`config.mk`:
```
export PLATFORM = sky130hd
export DESIGN_NAME = smvg_queue
export DESIGN_NICKNAME = d
export VERILOG_FILES = /design/src/hdl/smvg_pkg.sv /design/src/hdl/smvg_queue.sv
export SDC_FILE = /design/constraint.sdc
export NUM_CORES = 1
export LEC_CHECK = 0
export BUFFER_PORTS_ARGS = -buffer_cell sky130_fd_sc_hd__buf_2
export CAP_MARGIN = 5
export CORE_AREA = 4 4 306 533
export DETAILED_ROUTE_END_ITERATION = 12
export DIE_AREA = 0 0 310 537
export GPL_ROUTABILITY_DRIVEN = 1
export PLACE_DENSITY_LB_ADDON = 0.08
export SLEW_MARGIN = 10
export SYNTH_ARGS = -nofsm -noshare
export SYNTH_HDL_FRONTEND = slang
export SYNTH_SLANG_ARGS = --single-unit
```
`constraint.sdc`:
```
create_clock -name clk -period 17.3 [get_ports clk]
set_input_delay 2.595 -clock clk [delete_from_list [all_inputs] [get_ports clk]]
set_output_delay 2.595 -clock clk [all_outputs]
set_load 0.03 [all_outputs]
```
`src/hdl/smvg_pkg.sv`:
```
// smvg_pkg: shared types, constants and table functions for the sway mesh vertex generator
// no dependencies; imported by every module of the block

package smvg_pkg;

  localparam int STRIPS_DEF      = 8;
  localparam int SINE_DEPTH_DEF  = 1024;
  localparam int QUEUE_DEPTH     = 8;

  // plant kind amplitudes, Q1.14
  localparam logic [14:0] KAMP_TREE  = 15'd24576;
  localparam logic [14:0] KAMP_YOUNG = 15'd16384;
  localparam logic [14:0] KAMP_SHRUB = 15'd9011;

  // weather scale bases, Q2.14
  localparam logic [15:0] SCALE_OPEN = 16'd5734;
  localparam logic [15:0] SCALE_SHEL = 16'd2867;

  localparam int WIND_CAP   = 40;
  localparam int PRECIP_CAP = 4;

  // reciprocal of 100 for the shelter term, exact below 2^19
  localparam logic [19:0] RECIP100    = 20'd671089;
  localparam int          RECIP100_SH = 26;
  // reciprocal of 6283 (underestimate) for the phase remainder
  localparam logic [19:0] RECIP6283   = 20'd683585;
  localparam logic [12:0] PHASE_MOD   = 13'd6283;

  localparam logic [27:0] TURN_PER_MRAD = 28'd174992711;
  localparam logic [29:0] TURN_PER_MS   = 30'd734969384;

  localparam logic [63:0] Q30_ONE     = 64'd1073741824;
  localparam logic [63:0] HALF_PI_Q30 = 64'd1686629713;

  localparam logic signed [25:0] OUT_MAX = 26'sd8388607;
  localparam logic signed [25:0] OUT_MIN = -26'sd8388608;

  typedef struct packed {
    logic [2:0]         plant_flags;
    logic signed [31:0] tile_x;
    logic signed [31:0] tile_y;
    logic signed [31:0] anim_ms;
    logic [7:0]         wind_mph;
    logic [3:0]         rain_rank;
    logic               sheltered;
    logic signed [23:0] rect_left;
    logic signed [23:0] rect_top;
    logic signed [23:0] rect_width;
    logic signed [23:0] rect_height;
  } in_item_t;

  typedef struct packed {
    logic signed [23:0] vert_x;
    logic signed [23:0] vert_y;
    logic               tex_u;
    logic [3:0]         row_index;
    logic               last;
  } out_item_t;

  // one classified request, handed from front to back
  typedef struct packed {
    logic [44:0]        p;      // amplitude times sine magnitude
    logic [49:0]        mag;    // p times strips (row 0)
    logic [11:0]        dx;     // row 0 shift magnitude
    logic               neg;
    logic signed [23:0] left;
    logic signed [24:0] leftw;
    logic signed [23:0] top;
    logic [22:0]        hq;     // height / strips
    logic [4:0]         hr;     // height % strips
  } desc_t;

  function automatic logic [14:0] wind_term_f(input int w);
    return 15'((w * 57344 + 50) / 100);
  endfunction

  function automatic logic [12:0] precip_term_f(input int p);
    return 13'((p * 16384 + 5) / 10);
  endfunction

  // quarter wave sine magnitude, Q0.15, for step k of a table of 2^lg entries
  function automatic logic [14:0] qsine_f(input int unsigned k, input int unsigned lg);
    logic [63:0] x;
    logic [63:0] x2;
    logic [63:0] t;
    logic [63:0] s;
    logic [63:0] v;
    x  = (64'(k) * 64'd4 * HALF_PI_Q30) >> lg;
    x2 = (x * x) >> 30;
    t  = Q30_ONE;
    // taylor terms from the highest order down
    t  = Q30_ONE - (((x2 * t) >> 30) / 64'd210);
    t  = Q30_ONE - (((x2 * t) >> 30) / 64'd156);
    t  = Q30_ONE - (((x2 * t) >> 30) / 64'd110);
    t  = Q30_ONE - (((x2 * t) >> 30) / 64'd72);
    t  = Q30_ONE - (((x2 * t) >> 30) / 64'd42);
    t  = Q30_ONE - (((x2 * t) >> 30) / 64'd20);
    t  = Q30_ONE - (((x2 * t) >> 30) / 64'd6);
    s = (x * t) >> 30;
    v = (s * 64'd32767 + (64'd1 << 29)) >> 30;
    if (v > 64'd32767) begin
      v = 64'd32767;
    end
    return v[14:0];
  endfunction

  function automatic logic signed [23:0] sat24_f(input logic signed [25:0] v);
    if (v > OUT_MAX) begin
      return 24'sh7FFFFF;
    end else if (v < OUT_MIN) begin
      return -24'sh800000;
    end
    return v[23:0];
  endfunction

endpackage

```
`src/hdl/smvg_queue.sv`:
```
// smvg_queue: small first-in first-out queue of classified requests
// depends on smvg_pkg (desc_t)

module smvg_queue #(
  parameter int DEPTH = smvg_pkg::QUEUE_DEPTH
) (
  input  logic                       clk,
  input  logic                       rst_n,
  input  logic                       push,
  input  smvg_pkg::desc_t            wr_data,
  input  logic                       pop,
  output smvg_pkg::desc_t            rd_data,
  output logic [$clog2(DEPTH+1)-1:0] count
);
  import smvg_pkg::*;

  localparam int AW = $clog2(DEPTH);
  localparam int CW = $clog2(DEPTH + 1);

  desc_t          mem [DEPTH];
  logic [AW-1:0]  wr_ptr_r;
  logic [AW-1:0]  rd_ptr_r;
  logic [CW-1:0]  count_r;

  always_ff @(posedge clk) begin
    if (push) begin
      mem[wr_ptr_r] <= wr_data;
    end
  end

  always_ff @(posedge clk) begin
    if (!rst_n) begin
      wr_ptr_r <= '0;
      rd_ptr_r <= '0;
      count_r  <= '0;
    end else begin
      if (push) begin
        wr_ptr_r <= (wr_ptr_r == AW'(DEPTH - 1)) ? '0 : wr_ptr_r + 1'b1;
      end
      if (pop) begin
        rd_ptr_r <= (rd_ptr_r == AW'(DEPTH - 1)) ? '0 : rd_ptr_r + 1'b1;
      end
      count_r <= count_r + CW'(push) - CW'(pop);
    end
  end

  assign rd_data = mem[rd_ptr_r];
  assign count   = count_r;

endmodule

```
==> impl_metrics.tcl <==
set metrics [dict create \
    status "complete, no violations" \
    globalplace.congestion 0.704 \
    finalWorstSetupSlack_ns 9.57 \
    cp_delay_by_family_top "buffers and inverters" \
    final_hold_viol_count 0 \
    dp_hpwl_um 83200 \
    worst_hold_path_type "register to register" \
    cp.arrival_ns 5.13 \
    final.hold.worst_slack_ns 0.486 \
    fp.dieH_um 537 \
    clk_transition_reported_paths_ns 0.06 \
    port_buffers 425 \
    detail_route.vias_per_cell 5.33 \
    netlist.top_cell.by_area "edfxtp_1" \
    crit_buf_inv 4 \
    detailed_router_s_first_iteration_violation_count 1961 \
    tritoncts.num_buffers 165 \
    synth_async_sr_flop_share_pct 0 \
    synth_seq_area_share_pct 79.9 \
    setup_viol 0 \
    grt_usage_pct 17.6 \
    ys_top_cells_by_area "edfxtp_1 80%, mux4_2 15%, mux2_2 3.7%" \
    power.clock.fraction_pct 39.2 \
    grt_pass1_vias 30258 \
    first_pass_grt_wire_length_um 212000 \
    power.static_leakage_nw 22.8 \
    cpPeakStageDelay_ns 0.86 \
    vdd_drop_max_uv 116 \
    ios 426 \
    grt_start_max_net_pins 137 \
    critPathRequiredTime_ns 14.70 \
    postSynthNetCount 2705 \
    place_ws_ns 10.10 \
    synth_area_um2 63100 \
    finish.utilization_pct 46.0 \
    crit_slowest_cell "buf_4" \
    net_count_of_the_finished_layout 3236 \
    p_int_w 0.00676 \
    tightestPinTransition_ns 1.07 \
    crit_path_cell_trace "buf_4 > buf_4 > buf_4 > mux4_2 > mux2_2 > buf_2" \
    worstSetupEndpointType "primary output" \
    tritoncts_clock_tree "done" \
    maxClockFrequency_ghz 0.129 \
    setup.worst_path.start_class "register" \
    die_area_um2 166000 \
    final.setup.tns_ns 0 \
    synth_top_area_share_pct 79.5 \
    clk-insertion-delay-late_ns 0.79 \
    initial_utilization_pct 39.9 \
    finalClockSkew_ns 0.0282 \
    via_count 27738 \
    ranking_of_synthesized_cells_by_instance_count "1672 x edfxtp_1, 418 x mux4_2, 209 x mux2_2" \
    postCtsSetupRepairBufs 0 \
    synthToLayoutAreaGrowth_pct 15.5 \
    cts.repair.resized 0 \
    combPwrFrac_pct 7.6 \
    p_per_area_nw_per_um2 119 \
    route.antenna.remaining_nets 0 \
    yosysUniqueCellTypes 24 \
    p_sw_w 0.00189 \
    drt_pre_antenna_iters 5 \
    routed_wirelength_um 146000 \
    finalCriticalPeriod_ns 7.73 \
    drt_drc_violations_left 0 \
    worst_slew_margin_rel_pct 28.5 \
    synth_edf_count 1672 \
    grt-ovfl-total 0 \
    crit_path_max_fanout 47 \
    floorplan.core_area_um2 158000 \
    cts-root-buf "clkbuf_16" \
    cts.path.max_buffers 4 \
    syn_area_cell_um2 25.4 \
    share_of_layout_cells_above_drive_strength_1_pct 42.4 \
    htree_num_levels 4 \
    initial_antenna_violation_count 55 \
    post_cts_hold_buffer_count 0 \
    power.sequential.fraction_pct 53.2 \
    yosysWarnings 0 \
    max_cap_violations 0 \
    drt-wirelength-per-cell_um 28.1 \
    clock-sinks 1685 \
    rsz0062_at_grt "false" \
    slew_viol_final 0 \
    instance_count_of_the_mapped_netlist 2483 \
    layout_filler_cell_count 13218 \
    worst_path_most_repeated_cell "buf_4" \
    power.switching_fraction_pct 21.8 \
    type_of_the_setup_path_with_the_least_slack "register to primary output" \
    postSynthRegisterBits 1685 \
    chipWidth_um 310 \
    std_cell_rows 193 \
    synthMostInstantiatedCell "edfxtp_1" \
    period_share_pct 44.7 \
    yosys_most_used_dff "edfxtp_1" \
]
kinds of logic after synthesis:
group / synth area share, %
XOR/XNOR: 0.0278
buffers and inverters: 0.888
multiplexers: 18.7
adder cells (fa/ha/maj): 0.190
AO/OA/AOI/OAI: 0.0476
AND/OR/NAND/NOR: 0.236
flip-flops: 79.9
flip-flops by register name (all words and copies together) (netlist names), named ones only:
| register | flops |
|---|---|
| wr_ptr_r | 3 |
| mem | 1672 |
| count | 4 |
| rd_ptr_r | 3 |
final timing paths:
check | from | endpoint | slack, ns | cells past startpoint
worst max-delay path | register | rd_data[165] | 9.57 | 6
worst min-delay path | rd_ptr_r[1] | register | 0.49 | 2
worst max register to register | wr_ptr_r[2] | mem[4][34] | 12.69 | 6
worst min register to register | rd_ptr_r[1] | register | 0.49 | 2
per-layer routing:
layer	vias up	part of all wire [%]	GRT usage [%]
met1	14970	39	21.6
met2	667	50	30.2
li1	11775	-	-
met5	-	0.23	0
met3	272	7.9	5.87
met4	54	2.1	4.13
placed cells by master, fill, tap and decap left out, drive strengths merged:
cell / netlist / final
clkbuf: 51 / 206
inv: 7 / 10
nand3b: 2 / 2
edfxtp: 1672 / 1672
dfxtp: 13 / 13
nor3b: 2 / 2
and2: 3 / 3
buf: 65 / 480
clkinvlp: 0 / 7
clkinv: 0 / 63
mux4: 418 / 418
xor2: 1 / 1
mux2i: 2 / 2
nand2: 3 / 3
nand2b: 5 / 5
diode: 0 / 22
nand3: 2 / 2
ha: 8 / 8
bufinv: 0 / 10
nor2: 10 / 10
o21ai: 1 / 1
fa: 1 / 1
mux2: 209 / 209
xnor2: 1 / 1
a21oi: 5 / 5
nor3: 2 / 2
power by group through the flow:
stage	registers (W)	logic [W]	clock network, W
4_1_cts	0.00460	0.000674	0.00350
6_report	0.00460	0.000654	0.00339
3_5_place_dp	0.00469	0.000672	0
2_1_floorplan	0.00470	0.000421	0
3_3_place_gp	0.00468	0.000662	0
5_1_grt	0.00461	0.000706	0.00366
area by class of cell:
cell class	instances	area [µm²]	share of cell area, %
Antenna cell	22	55.1	0.0755
Clock buffer	206	4370	5.99
Clock inverter	83	646	0.886
Inverter	7	26.3	0.0360
Multi-Input combinational cell	675	12200	16.7
Sequential cell	1685	50500	69.2
Tap cell	2047	2560	3.51
Timing Repair Buffer	480	2590	3.55
stage by stage:
stage                     power, W  area (µm²)  instances
final                      0.00864       72900       5205
after detailed placement   0.00536       67800       4894
after global routing       0.00898       72800       5184
after global placement     0.00535       67800       4894
after floorplan            0.00512       63100       2483
after CTS                  0.00878       72800       5183
worst min-delay path: cells and delay by family, from the launching register on:
kind,cells,cell delay [ns]
AND/OR/NAND/NOR,1,0.06
flip-flops,1,0.32
AO/OA/AOI/OAI,1,0.07
Power figures use the tool's default switching activity.
