--- config.mk ---
export PLATFORM = sky130hd
export DESIGN_NAME = smvg_back
export DESIGN_NICKNAME = d
export VERILOG_FILES = /design/src/hdl/smvg_pkg.sv /design/src/hdl/smvg_back.sv
export SDC_FILE = /design/constraint.sdc
export NUM_CORES = 1
export LEC_CHECK = 0
export ABC_CLOCK_PERIOD_IN_PS = 7600
export BUFFER_PORTS_ARGS = -buffer_cell sky130_fd_sc_hd__buf_4
export CAP_MARGIN = 20
export CORE_MARGIN = 5
export CORE_UTILIZATION = 25
export CTS_BUF_LIST = sky130_fd_sc_hd__clkbuf_16
export CTS_CLUSTER_DIAMETER = 150
export DETAILED_ROUTE_END_ITERATION = 8
export SYNTH_ARGS = -nofsm -noshare
export SYNTH_HDL_FRONTEND = slang
export SYNTH_SLANG_ARGS = --single-unit
--- constraint.sdc ---
create_clock -name clk -period 7.6 [get_ports clk]
set_input_delay 1.52 -clock clk [delete_from_list [all_inputs] [get_ports clk]]
set_output_delay 1.52 -clock clk [all_outputs]
set_load 0.01 [all_outputs]
--- src/hdl/smvg_pkg.sv ---
// smvg_pkg: shared types, constants and table functions for the sway mesh vertex generator
// no dependencies; imported by every module of the block

package smvg_pkg;

  localparam int STRIPS_DEF      = 8;
  localparam int SINE_DEPTH_DEF  = 1024;
  localparam int QUEUE_DEPTH     = 8;

  // plant kind amplitudes, Q1.14
  localparam logic [14:0] KAMP_TREE  = 15'd24576;
  localparam logic [14:0] KAMP_YOUNG = 15'd16384;
  localparam logic [14:0] KAMP_SHRUB = 15'd9011;

  // weather scale bases, Q2.14
  localparam logic [15:0] SCALE_OPEN = 16'd5734;
  localparam logic [15:0] SCALE_SHEL = 16'd2867;

  localparam int WIND_CAP   = 40;
  localparam int PRECIP_CAP = 4;

  // reciprocal of 100 for the shelter term, exact below 2^19
  localparam logic [19:0] RECIP100    = 20'd671089;
  localparam int          RECIP100_SH = 26;
  // reciprocal of 6283 (underestimate) for the phase remainder
  localparam logic [19:0] RECIP6283   = 20'd683585;
  localparam logic [12:0] PHASE_MOD   = 13'd6283;

  localparam logic [27:0] TURN_PER_MRAD = 28'd174992711;
  localparam logic [29:0] TURN_PER_MS   = 30'd734969384;

  localparam logic [63:0] Q30_ONE     = 64'd1073741824;
  localparam logic [63:0] HALF_PI_Q30 = 64'd1686629713;

  localparam logic signed [25:0] OUT_MAX = 26'sd8388607;
  localparam logic signed [25:0] OUT_MIN = -26'sd8388608;

  typedef struct packed {
    logic [2:0]         plant_flags;
    logic signed [31:0] tile_x;
    logic signed [31:0] tile_y;
    logic signed [31:0] anim_ms;
    logic [7:0]         wind_mph;
    logic [3:0]         rain_rank;
    logic               sheltered;
    logic signed [23:0] rect_left;
    logic signed [23:0] rect_top;
    logic signed [23:0] rect_width;
    logic signed [23:0] rect_height;
  } in_item_t;

  typedef struct packed {
    logic signed [23:0] vert_x;
    logic signed [23:0] vert_y;
    logic               tex_u;
    logic [3:0]         row_index;
    logic               last;
  } out_item_t;

  // one classified request, handed from front to back
  typedef struct packed {
    logic [44:0]        p;      // amplitude times sine magnitude
    logic [49:0]        mag;    // p times strips (row 0)
    logic [11:0]        dx;     // row 0 shift magnitude
    logic               neg;
    logic signed [23:0] left;
    logic signed [24:0] leftw;
    logic signed [23:0] top;
    logic [22:0]        hq;     // height / strips
    logic [4:0]         hr;     // height % strips
  } desc_t;

  function automatic logic [14:0] wind_term_f(input int w);
    return 15'((w * 57344 + 50) / 100);
  endfunction

  function automatic logic [12:0] precip_term_f(input int p);
    return 13'((p * 16384 + 5) / 10);
  endfunction

  // quarter wave sine magnitude, Q0.15, for step k of a table of 2^lg entries
  function automatic logic [14:0] qsine_f(input int unsigned k, input int unsigned lg);
    logic [63:0] x;
    logic [63:0] x2;
    logic [63:0] t;
    logic [63:0] s;
    logic [63:0] v;
    x  = (64'(k) * 64'd4 * HALF_PI_Q30) >> lg;
    x2 = (x * x) >> 30;
    t  = Q30_ONE;
    // taylor terms from the highest order down
    t  = Q30_ONE - (((x2 * t) >> 30) / 64'd210);
    t  = Q30_ONE - (((x2 * t) >> 30) / 64'd156);
    t  = Q30_ONE - (((x2 * t) >> 30) / 64'd110);
    t  = Q30_ONE - (((x2 * t) >> 30) / 64'd72);
    t  = Q30_ONE - (((x2 * t) >> 30) / 64'd42);
    t  = Q30_ONE - (((x2 * t) >> 30) / 64'd20);
    t  = Q30_ONE - (((x2 * t) >> 30) / 64'd6);
    s = (x * t) >> 30;
    v = (s * 64'd32767 + (64'd1 << 29)) >> 30;
    if (v > 64'd32767) begin
      v = 64'd32767;
    end
    return v[14:0];
  endfunction

  function automatic logic signed [23:0] sat24_f(input logic signed [25:0] v);
    if (v > OUT_MAX) begin
      return 24'sh7FFFFF;
    end else if (v < OUT_MIN) begin
      return -24'sh800000;
    end
    return v[23:0];
  endfunction

endpackage

--- src/hdl/smvg_back.sv ---
// smvg_back: walks the rows of one request and emits a left and a right vertex per row
// depends on smvg_pkg (desc_t, out_item_t, saturation)

module smvg_back #(
  parameter int STRIPS = smvg_pkg::STRIPS_DEF
) (
  input  logic                clk,
  input  logic                rst_n,
  input  logic                q_valid,
  input  smvg_pkg::desc_t     q_data,
  output logic                pop,
  output logic                out_valid,
  output smvg_pkg::out_item_t out_item
);
  import smvg_pkg::*;

  localparam int RW = $clog2(STRIPS + 1);
  localparam logic [RW-1:0] ROW_LAST = RW'(STRIPS);
  localparam logic [20:0]   KD       = 21'((2 ** 20 + STRIPS - 1) / STRIPS);
  localparam logic [50:0]   BIAS     = 51'(STRIPS) << 38;
  localparam logic [5:0]    STRIPS6  = 6'(STRIPS);
  localparam logic [5:0]    HALF6    = 6'(STRIPS / 2);

  logic          act_r;
  logic [RW-1:0] row_r;
  logic          side_r;
  desc_t         cur_r;
  logic [49:0]   mag_r;
  logic [11:0]   a_r;
  logic [11:0]   dx_r;
  logic [22:0]   yq_r;
  logic [5:0]    yr_r;
  logic          out_valid_r;
  out_item_t     out_r;

  logic              end_item;
  logic [49:0]       mag_nxt;
  logic [50:0]       bsum;
  logic [32:0]       dprod;
  logic [5:0]        yr_sum;
  logic signed [12:0] dxs;
  logic signed [25:0] xv;
  logic signed [25:0] yv;

  assign end_item = act_r & side_r & (row_r == ROW_LAST);
  assign pop      = q_valid & (!act_r | end_item);

  assign mag_nxt = mag_r - 50'(cur_r.p);
  assign bsum    = 51'(mag_nxt) + BIAS;
  assign dprod   = 33'(a_r) * 33'(KD);
  assign yr_sum  = yr_r + 6'(cur_r.hr);

  always_comb begin
    dxs = cur_r.neg ? -$signed({1'b0, dx_r}) : $signed({1'b0, dx_r});
    xv  = side_r ? (26'(cur_r.leftw) + 26'(dxs)) : (26'(cur_r.left) + 26'(dxs));
    yv  = 26'(cur_r.top) + $signed({3'b000, yq_r});
  end

  always_ff @(posedge clk) begin
    if (!rst_n) begin
      act_r       <= 1'b0;
      out_valid_r <= 1'b0;
      row_r       <= '0;
      side_r      <= 1'b0;
    end else begin
      out_valid_r <= act_r;
      if (pop) begin
        act_r  <= 1'b1;
        row_r  <= '0;
        side_r <= 1'b0;
      end else if (end_item) begin
        act_r <= 1'b0;
      end else if (act_r) begin
        side_r <= ~side_r;
        if (side_r) begin
          row_r <= row_r + 1'b1;
        end
      end
    end
  end

  always_ff @(posedge clk) begin
    out_r.vert_x    <= sat24_f(xv);
    out_r.vert_y    <= sat24_f(yv);
    out_r.tex_u     <= side_r;
    out_r.row_index <= 4'(row_r);
    out_r.last      <= end_item;
    if (pop) begin
      cur_r <= q_data;
      mag_r <= q_data.mag;
      dx_r  <= q_data.dx;
      yq_r  <= '0;
      yr_r  <= HALF6;
    end else if (act_r) begin
      if (!side_r) begin
        // next row shift, first half: quotient by 2^39, biased by half of strips times 2^39
        mag_r <= mag_nxt;
        a_r   <= bsum[50:39];
      end else begin
        // second half: divide by strips, and step y
        dx_r <= dprod[31:20];
        if (yr_sum >= STRIPS6) begin
          yq_r <= yq_r + cur_r.hq + 23'd1;
          yr_r <= yr_sum - STRIPS6;
        end else begin
          yq_r <= yq_r + cur_r.hq;
          yr_r <= yr_sum;
        end
      end
    end
  end

  assign out_valid = out_valid_r;
  assign out_item  = out_r;

endmodule

==> flow_metrics.py, run 1 <==
metrics = {
    "layout": {
        "drive_gt1_share_pct": 17.3,
        "area_delta_synth_final_pct": 23.1,
        "fill_cells": 7888,
        "fin_nets": 2586,
    },
    "sta": {
        "finalHoldViolations": 0,
        "whs_ns": 0.386,
        "layout_min_cycle_time_ns": 4.81,
        "drv_slew": 0,
        "finClkSkew_ns": 0.0380,
        "fin_tns_setup_ns": 0,
        "worst_slew_pin_slew_ns": 0.999,
        "maxSlewHeadroom_pct": 33.3,
        "fmax_ghz": 0.208,
        "setup_viol": 0,
        "rsz0062_at_grt": "false",
        "fin_crit_sh_pct": 63.3,
    },
    "die": {
        "core_um2": 75900,
        "dieArea_um2": 82100,
        "die_width_um": 287,
        "start_util_pct": 25.2,
        "rows": 101,
        "die_y_um": 287,
        "pin_count": 268,
    },
    "synthesis": {
        "synth.top_cell.area_share_pct": 34.2,
        "synthTopCellsByCount": "218 x edfxtp_1, 186 x a21oi_1, 183 x nand2_1",
        "ys.flop_type": "edfxtp_1",
        "ys_seq_elements": 308,
        "yosysSeqAreaShare_pct": 43.7,
        "async_flop_share_pct": 0,
        "synth.avg_cell_area_um2": 9.75,
        "synth_warnings": 0,
        "synth_most_common_cell": "edfxtp_1",
        "synth.area.top_cells": "edfxtp_1 34%, ha_1 9.9%, dfxtp_1 9.4%",
        "synth_nets": 2330,
        "yosysTopAreaCell": "edfxtp_1",
        "syn_area_um2": 19100,
        "syn_inst": 1960,
        "yosys.cell_types.count": 96,
        "synth_edf_count": 218,
    },
    "clocking": {
        "clockBufferDepth": 3,
        "cts_tree": "built",
        "cts_max_level": 2,
        "post_cts_resized": 0,
        "cts_buffers": 40,
        "ctsHoldBuffers": 0,
        "clk_latency_ns": 0.57,
        "cts.sinks": 308,
        "clockRootBuffer": "clkbuf_16",
        "clkTransAtPathRegs_ns": 0.06,
        "cts_setup_buffers": 0,
    },
    "grt": {
        "grt_overflow_total": 0,
        "first_global_vias": 15000,
        "grt_first_pass_wirelength_mm": 83.2,
        "track_usage_pct": 12.6,
        "antenna_found_initial": 5,
        "grt_max_degree": 82,
    },
    "run": {
        "drv_cap": 0,
    },
    "setup_path": {
        "r2r-start": "dx_r[4]",
        "r2r-end": "out_item[32]",
        "cp-end-kind": "register",
        "critPathLaunchType": "register",
        "worstPathArrival_ns": 5.29,
        "r2r_slack_ns": 2.79,
        "r2r_cells": 14,
        "crit_start": "dx_r[4]",
        "worstPathRequired_ns": 8.07,
        "critPathMaxFanout": 18,
        "crit_end": "out_item[32]",
        "critPathKind": "register to register",
    },
    "drt": {
        "ant_nets": 0,
        "first_iter_violations": 878,
        "vias_per_cell": 4.66,
        "wl_mm": 54.1,
        "firstDrtPassIters": 5,
        "drc_errors": 0,
        "num_vias": 15300,
        "route.detailed.wl_per_inst_um": 16.5,
    },
    "hold_path": {
        "min-delay-path-class": "register to register",
    },
    "place": {
        "hpwl_mm": 41.8,
        "portBuffers": 267,
        "gp_congestion": 0.864,
    },
    "power": {
        "p_int_uw": 4130,
        "p_per_area_nw_per_um2": 266,
        "p_leak_uw": 0.00978,
        "combinationalPowerShare_pct": 35.4,
        "clkPwrFrac_pct": 29.2,
        "pwr-share-seq_pct": 35.5,
        "peakVddDrop_mv": 0.143,
        "netSwitchingPower_uw": 2130,
        "swShare_pct": 34.0,
    },
    "outcome": {
        "status": "finished clean",
    },
}
-- placed cells by master (no fill, tap or decap), drive strengths merged, types with 10 or more instances in the layout --
master	instances
buf	277
edfxtp	218
a21oi	190
nand2	183
ha	152
nor2	146
o21ai	124
inv	122
dfxtp	90
xnor2	88
a21o	68
xor2	55
clkbuf	42
nand3	41
a211oi	33
nor3	30
nand2b	28
nor2b	24
o21bai	24
o21a	21
nand4	20
and3	19
or3	17
nor3b	16
a31oi	13
nor4	12
clkinv	12
mux2i	11
and2	11
a21boi	10
-- cell type report --
class | count | area, um2 | share of cell area, %
Sequential cell | 308 | 8350 | 35.5
Clock buffer | 42 | 1050 | 4.47
Inverter | 108 | 413 | 1.75
Multi-Input combinational cell | 1481 | 10100 | 43.0
Antenna cell | 2 | 5.00 | 0.0213
Timing Repair Buffer | 277 | 2100 | 8.92
Tap cell | 1030 | 1290 | 5.48
Clock inverter | 31 | 211 | 0.898
-- power by group through the flow --
stage          clock network, uW  registers (uW)  logic (uW)
3_3_place_gp                   0            2250        2200
2_1_floorplan                  0            2260        1550
5_1_grt                     1970            2240        2480
6_report                    1820            2220        2210
4_1_cts                     1910            2220        2220
3_5_place_dp                   0            2260        2210
-- flip-flops by register name, indices dropped and copies added, names as in the netlist --
name and cells:
cur_r 147, out_item 54, mag_r 50, yq_r 23
dx_r 12, a_r 9, yr_r 6, row_r 4
act_r 1, out_valid 1, side_r 1
-- worst max-delay path, cell delays in order (launching register included) --
cell and delay [ns]:
edfxtp_1 0.43, or4_1 0.55, or3_1 0.37, o31a_1 0.48
buf_16 0.24, ha_1 0.43, nand2_1 0.11, or3_1 0.37
o21bai_1 0.18, o41ai_1 0.15, nor4_1 0.37, a2bb2oi_1 0.32
o211ai_1 0.29, buf_4 0.29, a21oi_1 0.14
-- per-layer routing --
layer  GRT usage, %  share of wire (%)
met5              0              0.074
met4           3.51                2.4
met3           2.74                5.8
met2           20.5                 46
met1           17.0                 46
-- cell families after synthesis --
family	Yosys count	synth area share, %
adders and majority gates	159	10.6
and+or+nand+nor	570	14.5
buffers and inverters	171	3.44
AOI/OAI and AO/OA	592	20.3
DFF	308	43.7
xor gates and xnor gates	143	6.55
muxes	17	0.929
-- worst min path at each step --
| stage | startpoint | to | slack, ns | depth (start not counted) |
|---|---|---|---|---|
| after floorplan | side_r | out_item[5] | 0.33 | 0 |
| after global routing | row_r[0] | out_item[1] | 0.40 | 0 |
| after detailed placement | row_r[0] | out_item[1] | 0.39 | 0 |
| after global placement | row_r[0] | out_item[1] | 0.39 | 0 |
| after CTS | row_r[0] | out_item[1] | 0.39 | 0 |
| final | row_r[0] | out_item[1] | 0.39 | 0 |
-- per-stage QoR --
step / worst slack, ns / total power (uW) / utilization (%) / cell area [um2] / std cells
after floorplan: 0.0211 / 3810 / - / 19100 / 1960
after global placement: 2.68 / 4450 / 29.3 / 22200 / 3203
after detailed placement: 2.78 / 4460 / 29.3 / 22300 / 3204
after CTS: 2.72 / 6350 / 31.0 / 23500 / 3277
after global routing: 2.42 / 6690 / 31.0 / 23500 / 3277
final: 2.79 / 6260 / 31.0 / 23500 / 3279
Note: power is estimated with default switching activity, not from simulation.
==> run 2, diff against run 1 <==
--- a/config.mk
+++ b/config.mk
@@ -5,7 +5,7 @@
 export SDC_FILE = /design/constraint.sdc
 export NUM_CORES = 1
 export LEC_CHECK = 0
-export ABC_CLOCK_PERIOD_IN_PS = 7600
+export ABC_CLOCK_PERIOD_IN_PS = 3900
 export BUFFER_PORTS_ARGS = -buffer_cell sky130_fd_sc_hd__buf_4
 export CAP_MARGIN = 20
 export CORE_MARGIN = 5
==> constraint.sdc (replaced) <==
create_clock -name clk -period 3.9 [get_ports clk]
set_input_delay 0.78 -clock clk [delete_from_list [all_inputs] [get_ports clk]]
set_output_delay 0.78 -clock clk [all_outputs]
set_load 0.01 [all_outputs]
==> flow_metrics.py, run 2 (synthesis gave the netlist of run 1 again) <==
metrics = {
    "drt": {
        "ant_nets": 0,
        "vias_per_cell": 4.65,
        "drc_errors": 0,
        "firstDrtPassIters": 5,
        "wl_mm": 56.1,
        "route.detailed.wl_per_inst_um": 16.4,
        "num_vias": 15800,
        "first_iter_violations": 802,
    },
    "clocking": {
        "clockRootBuffer": "clkbuf_16",
        "cts.sinks": 308,
        "clockBufferDepth": 3,
        "clk_latency_ns": 0.56,
        "cts_max_level": 2,
        "cts_tree": "built",
        "clkTransAtPathRegs_ns": 0.06,
        "cts_buffers": 40,
        "ctsHoldBuffers": 0,
    },
    "setup_path": {
        "critPathLaunchType": "register",
        "worstPathRequired_ns": 4.33,
        "r2r-end": "out_item[48]",
        "r2r_cells": 15,
        "critPathMaxFanout": 7,
        "cp-end-kind": "register",
        "critPathKind": "register to register",
        "r2r_slack_ns": -0.27,
        "worstPathArrival_ns": 4.60,
        "r2r-start": "dx_r[6]",
    },
    "grt": {
        "grt_max_degree": 70,
        "antenna_found_initial": 2,
        "grt_overflow_total": 0,
        "grt_first_pass_wirelength_mm": 85.3,
        "track_usage_pct": 13.0,
        "first_global_vias": 15200,
    },
    "hold_path": {
        "worstHoldPathCells": 0,
        "hp-start": "row_r[3]",
        "worstHoldEndpoint": "out_item[4]",
        "min-delay-path-class": "register to register",
    },
    "sta": {
        "layout_min_cycle_time_ns": 4.17,
        "finalHoldViolations": 0,
        "worst_slack_ns": -0.271,
        "fmax_ghz": 0.240,
        "setup_viol": 23,
        "rsz0062_at_grt": "true",
        "drv_slew": 0,
        "fin_crit_sh_pct": 107,
        "finClkSkew_ns": 0.0172,
        "maxSlewHeadroom_pct": 34.2,
        "worst_slew_pin_slew_ns": 0.981,
    },
    "power": {
        "peakVddDrop_mv": 0.259,
        "p_per_area_nw_per_um2": 508,
        "p_leak_uw": 0.0105,
    },
    "outcome": {
        "violations": "negative setup slack",
        "status": "finished with violations",
    },
    "layout": {
        "fill_cells": 7766,
        "largest_reg_flops": 147,
        "area_delta_synth_final_pct": 30.7,
        "top_register": "cur_r",
        "layout_common_cells": "398 x buf_4, 218 x edfxtp_1, 179 x nand2_1, 179 x a21oi_1, 142 x nor2_1",
        "layout_commonest_cell": "buf_4",
        "final-seq-area_um2": 8350,
        "drive_gt1_share_pct": 24.6,
        "multi_input_area_um2": 10500,
        "fin_nets": 2718,
        "design_area_um2": 25000,
    },
    "die": {
        "dieArea_um2": 82100,
        "pin_count": 268,
        "rows": 101,
        "die_width_um": 287,
        "start_util_pct": 25.2,
        "die_y_um": 287,
        "core_um2": 75900,
    },
    "place": {
        "gp_congestion": 0.886,
        "portBuffers": 267,
        "place_area_um2": 23300,
        "preCtsSetupSlack_ns": -0.289,
        "hpwl_mm": 42.9,
    },
    "run": {
        "drv_cap": 0,
    },
}
run 2: cell count changes in the layout (fill, tap and decap cells not counted), sizes merged:
| cell | change |
|---|---|
| buf | +130 |
| clkinvlp | +2 |
| clkbuf | +1 |
| diode | -1 |
| inv | -1 |
| o31a | +1 |
run 2: worst max-delay path by stage:
| stage | from | end |
|---|---|---|
| after floorplan | dx_r[4] | out_item[38] |
| after global placement | dx_r[6] | out_item[30] |
| after detailed placement | dx_r[6] | out_item[33] |
| after CTS | dx_r[6] | out_item[30] |
| after global routing | dx_r[6] | out_item[48] |
| final | dx_r[6] | out_item[48] |
run 2: routing by layer:
| layer | vias up | global-route usage, % | share of wire (%) |
|---|---|---|---|
| met5 | - | 0 | 0.023 |
| li1 | 8012 | - | - |
| met4 | 2 | 3.20 | 2.1 |
| met1 | 7381 | 17.9 | 46 |
| met3 | 70 | 2.45 | 5.9 |
| met2 | 382 | 21.1 | 46 |
run 2: stage by stage:
step                      utilization (%)  total power [uW]  setup TNS (ns)  cells  hold WS, ns
after floorplan                         -              7440           -1.12   1960        0.329
after global placement               30.7              8950           -4.03   3321        0.372
after detailed placement             30.7              8980           -5.83   3321        0.376
after CTS                            32.4             12700           -5.10   3400        0.342
after global routing                 32.9             13500           -8.78   3411        0.347
final                                32.9             12700           -5.60   3411        0.382
run 2: layout make-up:
type / count / area share [%]
clock inverter: 32 / 0.932
antenna: 1 / 0.0100
clock buffer: 42 / 4.21
timing repair buffer: 408 / 12.6
sequential: 308 / 33.4
multi-input combinational: 1482 / 42.0
tap: 1030 / 5.16
inverter: 108 / 1.65
run 2: what timing repair did:
action,4_1_cts,5_1_grt
pin swaps,1,20
resized for setup,2,66
gates cloned,1,2
setup buffers,4,8
endpoints found under the setup margin,23,34
run 2: power by group:
part           leakage [uW]  internal [uW]  switching, uW
registers           0.00283           4110            198
clock network      0.000650           2100           1530
logic               0.00700           2130           2610
total                0.0105           8350           4340
run 2: critical path, stage by stage (launching register included):
cell,delay (ns)
edfxtp_1,0.39
or4_4,0.55
or3_4,0.43
o31a_4,0.36
buf_4,0.18
buf_4,0.16
ha_1,0.31
a21oi_1,0.24
nor2_1,0.11
a311oi_2,0.32
nand3_2,0.12
or3_1,0.35
o211ai_1,0.10
buf_4,0.18
clkbuf_16,0.15
a31oi_1,0.07
